File: src/acrc_pkg.sv
// Shared types, constants and character helpers for the ASCII CRC-32 line checker.
`timescale 1ns / 1ps

package acrc_pkg;

   // CRC-32 without reflection, preset to all ones.
   localparam logic [31:0] CRC_POLY   = 32'h04C1_1DB7;
   localparam logic [31:0] CRC_PRESET = 32'hFFFF_FFFF;

   // Line terminator and trailer layout.
   localparam logic [7:0] LINE_END    = 8'h0A;
   localparam logic [2:0] MARK_LAST   = 3'd4;   // index of ':' in ",CRC:"
   localparam int         HIST_DEPTH  = 4;      // CRC values kept behind the marker
   localparam logic [3:0] HEX_DIGITS  = 4'd8;

   // One result of a finished line.
   typedef struct packed {
      logic [31:0] payload_crc;
      logic        marker_found;
      logic        frame_ok;
   } result_type;

   // Character of the marker ",CRC:" at a given position.
   function automatic logic [7:0] marker_char(input logic [2:0] pos);
      logic [7:0] ch;
      unique case (pos)
         3'd0:    ch = 8'h2C;   // ','
         3'd1:    ch = 8'h43;   // 'C'
         3'd2:    ch = 8'h52;   // 'R'
         3'd3:    ch = 8'h43;   // 'C'
         3'd4:    ch = 8'h3A;   // ':'
         default: ch = 8'h00;
      endcase
      return ch;
   endfunction

   // Uppercase ASCII hex digit for one nibble.
   function automatic logic [7:0] hex_char(input logic [3:0] nib);
      logic [7:0] ch;
      if (nib < 4'd10) begin
         ch = 8'h30 + {4'h0, nib};
      end else begin
         ch = 8'h37 + {4'h0, nib};
      end
      return ch;
   endfunction

endpackage

File: src/acrc_crc_step.sv
// Unrolled one-byte update of the MSB-first CRC-32 register.
`timescale 1ns / 1ps

module acrc_crc_step (
   input  logic [31:0] crc_in,
   input  logic [7:0]  data_in,
   output logic [31:0] crc_out
);

   // Eight shift-and-reduce steps, most significant data bit first.
   always_comb begin
      logic [31:0] acc;
      acc = crc_in ^ {data_in, 24'h000000};
      for (int k = 0; k < 8; k++) begin
         if (acc[31]) begin
            acc = {acc[30:0], 1'b0} ^ acrc_pkg::CRC_POLY;
         end else begin
            acc = {acc[30:0], 1'b0};
         end
      end
      crc_out = acc;
   end

endmodule

File: src/acrc_line_state.sv
// Per-line state: running CRC, marker search, CRC snapshot and trailer digit check.
`timescale 1ns / 1ps

module acrc_line_state (
   input  logic                    clock,
   input  logic                    reset,
   input  logic                    byte_valid,
   input  logic [7:0]              byte_data,
   output logic                    line_done,
   output acrc_pkg::result_type    line_result
);

   logic [31:0] run_crc_ff,  run_crc_in;
   logic [31:0] hist_ff [acrc_pkg::HIST_DEPTH];
   logic [31:0] hist_in [acrc_pkg::HIST_DEPTH];
   logic [2:0]  mark_prog_ff, mark_prog_in;
   logic        seen_ff,      seen_in;
   logic [31:0] snap_ff,      snap_in;
   logic [3:0]  hex_idx_ff,   hex_idx_in;
   logic        mismatch_ff,  mismatch_in;

   logic [31:0] crc_next;
   logic        is_end;
   logic        mark_hit;
   logic        completed;
   logic [2:0]  nib_sel;
   logic [3:0]  want_nib;
   logic [7:0]  want_char;

   acrc_crc_step u_crc_step (
      .crc_in  (run_crc_ff),
      .data_in (byte_data),
      .crc_out (crc_next)
   );

   // Decode the current byte against the marker and the expected hex digit.
   assign is_end    = (byte_data == acrc_pkg::LINE_END);
   assign mark_hit  = (byte_data == acrc_pkg::marker_char(mark_prog_ff));
   assign completed = mark_hit && (mark_prog_ff == acrc_pkg::MARK_LAST);
   assign nib_sel   = 3'd7 - hex_idx_ff[2:0];
   assign want_nib  = snap_ff[{nib_sel, 2'b00} +: 4];
   assign want_char = acrc_pkg::hex_char(want_nib);

   // Result of a line, valid when the line-end byte is taken.
   assign line_done                = byte_valid && is_end;
   assign line_result.frame_ok     = seen_ff && hex_idx_ff[3] && !mismatch_ff;
   assign line_result.marker_found = seen_ff;
   assign line_result.payload_crc  = seen_ff ? snap_ff : 32'h0000_0000;

   // Next-state logic for one accepted byte.
   always_comb begin
      run_crc_in   = run_crc_ff;
      hist_in      = hist_ff;
      mark_prog_in = mark_prog_ff;
      seen_in      = seen_ff;
      snap_in      = snap_ff;
      hex_idx_in   = hex_idx_ff;
      mismatch_in  = mismatch_ff;
      if (byte_valid) begin
         if (is_end) begin
            run_crc_in = acrc_pkg::CRC_PRESET;
            for (int k = 0; k < acrc_pkg::HIST_DEPTH; k++) begin
               hist_in[k] = acrc_pkg::CRC_PRESET;
            end
            mark_prog_in = 3'd0;
            seen_in      = 1'b0;
            hex_idx_in   = 4'd0;
            mismatch_in  = 1'b0;
         end else begin
            hist_in[0] = run_crc_ff;
            for (int k = 1; k < acrc_pkg::HIST_DEPTH; k++) begin
               hist_in[k] = hist_ff[k-1];
            end
            run_crc_in = crc_next;

            if (completed) begin
               mark_prog_in = 3'd0;
            end else if (mark_hit) begin
               mark_prog_in = mark_prog_ff + 3'd1;
            end else if (byte_data == acrc_pkg::marker_char(3'd0)) begin
               mark_prog_in = 3'd1;
            end else begin
               mark_prog_in = 3'd0;
            end

            // The oldest history entry holds the CRC before the marker's comma.
            if (completed) begin
               seen_in     = 1'b1;
               snap_in     = ~hist_ff[acrc_pkg::HIST_DEPTH-1];
               hex_idx_in  = 4'd0;
               mismatch_in = 1'b0;
            end else if (seen_ff && (hex_idx_ff < acrc_pkg::HEX_DIGITS)) begin
               if (byte_data != want_char) begin
                  mismatch_in = 1'b1;
               end
               hex_idx_in = hex_idx_ff + 4'd1;
            end
         end
      end
   end

   // Control state with reset.
   always_ff @(posedge clock) begin
      if (reset) begin
         run_crc_ff   <= acrc_pkg::CRC_PRESET;
         for (int k = 0; k < acrc_pkg::HIST_DEPTH; k++) begin
            hist_ff[k] <= acrc_pkg::CRC_PRESET;
         end
         mark_prog_ff <= 3'd0;
         seen_ff      <= 1'b0;
         hex_idx_ff   <= 4'd0;
         mismatch_ff  <= 1'b0;
      end else begin
         run_crc_ff   <= run_crc_in;
         hist_ff      <= hist_in;
         mark_prog_ff <= mark_prog_in;
         seen_ff      <= seen_in;
         hex_idx_ff   <= hex_idx_in;
         mismatch_ff  <= mismatch_in;
      end
   end

   // Snapshot is only read while a marker has been seen.
   always_ff @(posedge clock) begin
      snap_ff <= snap_in;
   end

   // The digit counter never runs past the trailer length.
   a_hex_idx_range: assert property (@(posedge clock) disable iff (reset)
      hex_idx_ff <= acrc_pkg::HEX_DIGITS)
      else $error("hex digit counter out of range");

   // Marker progress stays below the marker length.
   a_mark_range: assert property (@(posedge clock) disable iff (reset)
      mark_prog_ff <= acrc_pkg::MARK_LAST)
      else $error("marker progress out of range");

   // Digits are only counted after a marker.
   a_idx_needs_marker: assert property (@(posedge clock) disable iff (reset)
      !seen_ff |-> (hex_idx_ff == 4'd0) && !mismatch_ff)
      else $error("trailer digits counted without a marker");

   // A line end clears the line state.
   a_end_clears: assert property (@(posedge clock) disable iff (reset)
      line_done |=> !seen_ff && (run_crc_ff == acrc_pkg::CRC_PRESET))
      else $error("line state not cleared after line end");

endmodule

File: config.mk
export PLATFORM = sky130hd
export DESIGN_NAME = acrc_line_state
export DESIGN_NICKNAME = d
export VERILOG_FILES = /design/src/acrc_pkg.sv /design/src/acrc_crc_step.sv /design/src/acrc_line_state.sv
export SDC_FILE = /design/constraint.sdc
export NUM_CORES = 1
export LEC_CHECK = 0
export BUFFER_PORTS_ARGS = -buffer_cell sky130_fd_sc_hd__buf_2
export CORE_UTILIZATION = 50
export CTS_CLUSTER_SIZE = 8
export DETAILED_ROUTE_END_ITERATION = 7
export GPL_TIMING_DRIVEN = 0
export HOLD_SLACK_MARGIN = 0.05
export PLACE_DENSITY = 0.7
export SLEW_MARGIN = 20
export SYNTH_ARGS = -nofsm -noshare
export SYNTH_HDL_FRONTEND = slang
export SYNTH_SLANG_ARGS = --single-unit
File: constraint.sdc
create_clock -name clock -period 5.2 [get_ports clock]
set_input_delay 1.04 -clock clock [delete_from_list [all_inputs] [get_ports clock]]
set_output_delay 1.04 -clock clock [all_outputs]
set_load 0.1 [all_outputs]
* Word level (Yosys, flattened, before mapping)
Cells that the tools add are included.
Widths: inputs -> output; s select.
** Word-level totals
- Bits in registers :: 201
- Input bits :: 11
- Output and inout bits :: 35
- Logic and storage cells :: 78
** Cells by class
- $add $sub $neg :: 5
- Magnitude comparators :: 2
- Equal/unequal tests :: 8
- Shifts and indexed selects :: 1
- Muxes and demuxes :: 26
- Bitwise gates (word level) :: 11
- Reduce and logical (&&, ||, !) cells :: 15
** Operators by type and width (count)
- $mux 27 :: 8
- $mux 128 :: 1
- $not 14->14 :: 8
- $mux 32 :: 2
- $not 32->32 :: 1
- $shiftx 32x6->4 :: 1
- $xor 32x32->32 :: 1
- $pmux 7 s4 :: 1
- $add 6x4->7 const A :: 2
- $mux 4 :: 3
- $mux 3 :: 3
- $eq 8x4->1 const B :: 1
- $eq 8x6->1 const B :: 1
- $eq 8x8->1 :: 1
- $lt 4x4->1 const B :: 2
- $ne 8x8->1 :: 1
- $mux 1 :: 7
- $mux 7 :: 1
- $eq 3x2->1 const B :: 2
- $reduce_and 3->1 :: 2
- $reduce_bool 3->1 :: 2
- $logic_and 1x1->1 :: 5
- $add 4x1->4 const B :: 1
- $reduce_and 2->1 :: 2
- other kinds (9) :: 9

* Logic depth before layout (Yosys ltp)
Gate-level depths: netlist of the first run.
- Depth after elaboration :: 18
- Mapped depth :: 10
- Mapped depth without buffers :: 9

* Hierarchy
A second synthesis of the first run with hierarchy kept.
** Second synthesis, totals
- Cells, all modules :: 1183
- Area total of the unflattened synthesis :: 9978.3 um^2
** Modules (own cells, without submodules)
- acrc_line_state :: instances 1, cells each 1120, area an instance 9021.2 um^2, sequential area each 4344.2 um^2
- acrc_crc_step :: instances 1, cells each 63, area an instance 957.2 um^2, sequential area each 0.0 um^2

* Least setup slack after synthesis of the first run
OpenSTA, ideal clock, no wires.
- Path type :: input to output
- From :: in byte_data[0]
- To :: out line_done
- Arrival :: 3.074 ns
- Data required time :: 4.160 ns
- Setup slack :: 1.086 ns
- Stages :: 5
- Buffers on the path :: 1
- Cells stage by stage :: nand2b_1 nor4_1 nand3_1 clkbuf_1 nor2_1
** On the way
- Word-level cells in the longest chain between the ends :: 2
** Ends and longest elaborated chain
- start, declared :: RTL line acrc_line_state.sv:8 : input logic [7:0] byte_data,
- $eq 8x4->1 :: RTL line acrc_line_state.sv:37 : assign is_end = (byte_data == acrc_pkg::LINE_END);
- $logic_and 1x1->1 :: RTL line acrc_line_state.sv:45 : assign line_done = byte_valid && is_end;
- end, declared :: RTL line acrc_line_state.sv:9 : output logic line_done,
Every way passes these cells.

* Worst setup path in the final report of the first run
Same ends and word-level chain as after synthesis.

==> impl_metrics.toml, run 1 <==
[placement]
dp_cells = 1383
io_buffers = 40
dpl.hpwl_um = 16800
pre_cts_ws_ns = 1.40
postPlaceCellArea_mm2 = 0.00996
gp_congestion = 0.898

[route]
detail_route.wl_per_cell_um = 16.3
first_iter_violations = 540
first_pass_iters = 7
routed_wl_um = 23200
ant_nets = 0
num_vias = 7608
post_drt_via_cell_ratio = 5.35
drc = 0

[run]
cap_violations = 0

[logic_synthesis]
synthTopCellsByCount = "nor2_1 (263), dfxtp_1 (169), a21oi_1 (136)"
synth_compound_area_share_pct = 10.7
synth_top_family_by_area = "simple AND/OR/NAND/NOR gates"
synth-main-ff-cell = "dfxtp_1"
synth.most_common_cell = "nor2_1"
yosysWarnings = 0
async_flop_share_pct = 0
synth_cell_type_count = 51
synth_edf_count = 32
ys_top_cells_by_area = "dfxtp_1 (36%), nor2_1 (10%), edfxtp_1 (10%)"
yosysTopAreaCellShare_pct = 35.7
seq_area_frac_synth_pct = 45.9
yosys-mux-area-fraction_pct = 3.24
yosys_register_bits = 201
syn_area_per_cell_um2 = 8.50
yosysTopAreaCell = "dfxtp_1"
synthesis.area_mm2 = 0.00947
syn_nets = 1130
synth_fa_ha_area_share_pct = 0.661
synth_xor_area_share_pct = 7.84
synthSimpleGateAreaFrac_pct = 26.5
synthesis.instances = 1114

[global_route]
overflow = 0
grt_usage_pct = 24.6
grt_pass1_wl_um = 38100
antenna_found_initial = 0
grt_pass1_vias = 7363
grt_max_degree = 34

[critical_path]
reg2reg_slack_ns = 2.14
worstSetupPathType = "in -> out"
timing.rr.start = "mark_prog_ff[0]"
endpoint_kind = "output pin"
cp-startpoint = "byte_data[0]"
critPathMaxFanout = 10
start_kind = "input port"
worstPathArrival_ns = 2.81
reg2reg_depth = 6
worstPathRequired_ns = 4.16
reg2reg_to = "snap_ff[24]"
crit_end = "line_done"

[timing]
finalSetupTns_ns = 0
post-route-period-util_pct = 74.0
rsz0062_at_grt = "no"
slew_viol_final = 0
setup_viol = 0
finalWorstSetupSlack_ns = 1.35
timing_hold_violations_final = 0
finalClockSkew_ns = 0.0106
fmax_mhz = 260
period_needed_ns = 3.85
tightest_slew_ns = 0.762
slew_headroom_pct = 48.8

[die]
rows = 49
fp.dieH_um = 140
core_area_mm2 = 0.0183
pin_count = 46
initial_core_util_pct = 51.8
die_area_mm2 = 0.0195
fp.dieW_um = 140

[worst_hold_path]
holdCritPathClass = "reg -> reg"

[clock_network]
cts_root_buf = "clkbuf_16"
cts_made_buffers = 29
cts_tree = "done"
cts_buffer_depth = 3
cts_setup_buffers = 0
clock_latency_ns = 0.52
cts.clk_slew.worst_paths_ns = 0.05
ctsResizeCount = 0
htreeDepth = 1
cts-hold-fix-buffers = 0
cts_num_sinks = 201

[finish]
post_layout_nonfiller_instances = 1423
nets = 1201
n_antenna_cell = 0
final_util_pct = 58.7
final_area_mm2 = 0.0107
area_delta_synth_final_pct = 13.4
multi_input_area_mm2 = 0.00464
fillerInstances = 1660
ff_latch_area_mm2 = 0.00434
drive_gt1_share_pct = 19.0

[power_and_ir_drop]
p_leak_nw = 4.39
irDropWorstVdd_v = 0.000320
power_density_mw_per_mm2 = 455

[run_status]
status = "finished, final reports clean"
## per-stage QoR
stage	total power [mW]	hold slack, ns
finish	4.88	0.453
global route	5.12	0.460
CTS	4.88	0.451
detailed placement	3.24	0.436
global placement	3.23	0.434
floorplan	2.97	0.428
## worst min path at each step
stage / from / end / slack, ns / cells after the start
final: hist_ff[0] / snap_ff[0] / 0.45 / 1
after global routing: hist_ff[22] / snap_ff[22] / 0.46 / 1
after CTS: hist_ff[18] / snap_ff[18] / 0.45 / 1
after detailed placement: hist_ff[0] / snap_ff[0] / 0.44 / 1
after global placement: hist_ff[0] / snap_ff[0] / 0.43 / 1
after floorplan: hist_ff[0] / snap_ff[0] / 0.43 / 1
## cells by family after synthesis
| logic type | count (synthesis) |
|---|---|
| buffers and inverters | 121 |
| adder cells (fa/ha/maj) | 5 |
| AND/OR/NAND/NOR | 509 |
| XOR/XNOR | 74 |
| AO/OA/AOI/OAI | 187 |
| multiplexers | 17 |
| flip-flops | 201 |
## power breakdown
| group | internal [mW] | switching (mW) | leakage, nW | total (mW) |
|---|---|---|---|---|
| registers | 1.71 | 0.134 | 1.68 | 1.85 |
| logic | 0.668 | 0.732 | 2.33 | 1.40 |
| clock network | 0.998 | 0.633 | 0.377 | 1.63 |
| total | 3.38 | 1.50 | 4.39 | 4.88 |
## layout by cell type (no fill, tap or decap), types with 3 or more instances in the layout
| cell type | n |
|---|---|
| a21oi_1 | 136 |
| and2_1 | 32 |
| and3_1 | 3 |
| buf_1 | 6 |
| buf_2 | 49 |
| clkbuf_1 | 70 |
| clkbuf_16 | 29 |
| dfxtp_1 | 169 |
| edfxtp_1 | 32 |
| ha_1 | 5 |
| inv_1 | 41 |
| mux2i_1 | 6 |
| mux4_1 | 6 |
| nand2_1 | 6 |
| nand2b_1 | 41 |
| nand3_1 | 11 |
| nor2_1 | 263 |
| nor2b_1 | 5 |
| nor3_1 | 4 |
| nor4_1 | 4 |
| o21ai_0 | 12 |
| o22ai_1 | 25 |
| or2_2 | 126 |
| or3_1 | 4 |
| xnor2_1 | 47 |
| xnor2_2 | 6 |
| xor2_1 | 17 |
## worst max-delay path, cell delays in order
cell	delay, ns
buf_2	0.17
nand2b_1	0.16
nor4_1	0.32
nand3_1	0.15
clkbuf_1	0.27
nor2_1	0.23
buf_2	0.46
## metal layers
metal	vias up	track usage (%)	share of wire, %
li1	3775	-	-
met5	-	0	0
met3	34	3.23	5.1
met2	186	40.5	46
met1	3613	34.3	47
met4	0	5.73	1.5
## flip-flops by register name (all words and copies together), names as in the netlist
register,count
hex_idx_ff,4
hist_ff,128
mark_prog_ff,3
mismatch_ff,1
run_crc_ff,32
seen_ff,1
snap_ff,32
## layout make-up
type	count	area share [%]
Multi-Input combinational cell	792	43.2
Clock buffer	38	7.08
Buffer	80	3.11
Timing Repair Buffer	40	1.87
Tap cell	229	2.67
Clock inverter	2	0.163
Sequential cell	201	40.5
Inverter	41	1.43
(Power assumes the default switching activity.)
==> run 2, diff against run 1 <==
- ABC_AREA: default -> 1
- PLACE_DENSITY: 0.7 -> 0.73
- clock period: 5.2 -> 3.3 ns (I/O delays scaled with it)
==> impl_metrics.toml, run 2 <==
[finish]
largest-register = "hist_ff"
final_area_mm2 = 0.00993
reg.largest.list = "hist_ff: 128 flops, run_crc_ff: 32 flops, snap_ff: 32 flops"
nets = 1140
final_util_pct = 59.4
ff_latch_area_mm2 = 0.00434
largest_reg_flops = 128
area_delta_synth_final_pct = 14.9
fillerInstances = 1460
multi_input_area_mm2 = 0.00353
layout_common_cells = "nand2_1 (316), dfxtp_1 (169), o22ai_1 (151)"
final_common_cell = "nand2_1"
drive_gt1_share_pct = 10.6
n_antenna_cell = 0

[route]
first_iter_violations = 410
first_pass_iters = 7
drc = 0
ant_nets = 0
post_drt_via_cell_ratio = 5.26
routed_wl_um = 20500
detail_route.wl_per_cell_um = 15.2
num_vias = 7102

[clock_network]
htreeDepth = 1
cts-hold-fix-buffers = 0
ctsResizeCount = 0
cts_tree = "done"
cts_root_buf = "clkbuf_16"
cts_made_buffers = 29
cts.clk_slew.worst_paths_ns = 0.05
clock_latency_ns = 0.52
cts_buffer_depth = 3
cts_setup_buffers = 0
cts_num_sinks = 201

[global_route]
grt_pass1_wl_um = 33800
busiest_layer = "met2"
grt_util_met1_pct = 30.5
antenna_found_initial = 0
grt_pass1_vias = 6794
grtUsageMet2_pct = 39.5
overflow = 0
grt_max_degree = 31
grt_usage_pct = 23.7
grt_util_met3_pct = 3.08

[placement]
dpl.hpwl_um = 15200
postPlaceCellArea_mm2 = 0.00916
io_buffers = 42
gp_congestion = 0.913

[logic_synthesis]
synth_cell_type_count = 31
async_flop_share_pct = 0
synthesis.area_mm2 = 0.00864
yosysTopAreaCell = "dfxtp_1"
ys_top_cells_by_area = "dfxtp_1 (39%), nand2_1 (14%), edfxtp_1 (11%)"
synth_edf_count = 32
seq_area_frac_synth_pct = 50.3
synthTopCellsByCount = "nand2_1 (316), dfxtp_1 (169), o22ai_1 (151)"
yosysTopAreaCellShare_pct = 39.2
yosys_register_bits = 201
synth.most_common_cell = "nand2_1"
synthesis.instances = 1050
synth-main-ff-cell = "dfxtp_1"
syn_nets = 1066
yosysWarnings = 0
syn_area_per_cell_um2 = 8.23

[timing]
post-route-period-util_pct = 84.8
slew_headroom_pct = 56.5
finalClockSkew_ns = 0.0100
fmax_mhz = 357
rsz0062_at_grt = "no"
holdWs_ns = 0.446
slew_viol_final = 0
setup_viol = 0
timing_hold_violations_final = 0
tightest_slew_ns = 0.652
period_needed_ns = 2.80
finalSetupTns_ns = 0

[power_and_ir_drop]
switching_power_mw = 2.25
seq_power_share_pct = 40.8
pwr-share-clk_pct = 34.9
irDropWorstVdd_v = 0.000448
p_total_mw = 7.25
swShare_pct = 31.0
p_int_mw = 5.01
p_comb_share_pct = 24.3
power_density_mw_per_mm2 = 731
p_leak_nw = 4.57

[die]
fp.dieW_um = 133
initial_core_util_pct = 51.7
die_area_mm2 = 0.0178
rows = 47
pin_count = 46
core_area_mm2 = 0.0167
fp.dieH_um = 133

[critical_path]
start_kind = "flop"
worstPathArrival_ns = 2.14
cp_slowest_stage_delay_ns = 0.42
worstPathRequired_ns = 2.64
timing.critical_path.buf_inv = 4
slowest_stage = "buf_2"
endpoint_kind = "output pin"
worstSetupPathType = "reg -> out"
cp_top_family = "buffers and inverters"
critPathMaxFanout = 10
path_cells = "clkbuf_1 -> clkbuf_1 -> nand2_1 -> inv_1 -> buf_2"
crit_top_cell = "clkbuf_1"

[run]
cap_violations = 0

[worst_hold_path]
holdCritPathClass = "reg -> reg"

[run_status]
status = "finished, final reports clean"
## run 2: logic make-up (layout without fill, tap and decap cells)
logic type / count (synthesis) / in the layout / share of synthesized area, %
adder cells (fa/ha/maj): 5 / 5 / 0.724
AND/OR/NAND/NOR: 391 / 391 / 18.3
XOR/XNOR: 77 / 77 / 9.15
AO/OA/AOI/OAI: 179 / 179 / 12.6
flip-flops: 201 / 201 / 50.3
buffers and inverters: 197 / 278 / 8.99
## run 2: final timing paths
| kind | from | endpoint | slack [ns] | cells after the start |
|---|---|---|---|---|
| worst max-delay path | seen_ff | line_result[12] | 0.50 | 5 |
| worst min-delay path | hist_ff[28] | snap_ff[28] | 0.45 | 1 |
| worst max register to register | mark_prog_ff[0] | snap_ff[17] | 0.68 | 9 |
| worst min register to register | hist_ff[28] | snap_ff[28] | 0.45 | 1 |
## run 2: metrics by stage
| stage | setup slack [ns] | instances |
|---|---|---|
| floorplan | 0.0102 | 1050 |
| global route | 0.322 | 1351 |
| detailed placement | 0.704 | 1313 |
| global placement | -0.0967 | 1312 |
| finish | 0.501 | 1351 |
| CTS | 0.464 | 1351 |
## run 2: worst register-to-register path, delay by kind of cell (launching register included)
kind	cells	cell delay, ns
AO/OA/AOI/OAI	1	0.21
AND/OR/NAND/NOR	4	0.96
buffers and inverters	2	0.33
flip-flops	1	0.43
adder cells (fa/ha/maj)	1	0.22
XOR/XNOR	1	0.15
## run 2: final cells by class
class | count | area share [%]
buffer | 66 | 2.87
sequential | 201 | 43.8
timing repair buffer | 43 | 2.32
inverter | 131 | 4.95
multi-input combinational | 652 | 35.6
clock inverter | 2 | 0.176
clock buffer | 36 | 7.57
tap | 220 | 2.77
## run 2: metal layers
metal | vias to the layer above | part of all wire [%]
met5 | - | 0
met1 | 3250 | 45
li1 | 3587 | -
met3 | 53 | 4.6
met2 | 212 | 47
met4 | 0 | 4.2
## run 2: power groups by stage
stage,Sequential [mW],Clock (mW),Combinational (mW)
2_1_floorplan,2.90,0,1.44
3_5_place_dp,3.00,0,1.73
5_1_grt,2.98,2.69,1.94
6_report,2.96,2.53,1.76
4_1_cts,2.96,2.57,1.74
3_3_place_gp,3.00,0,1.69
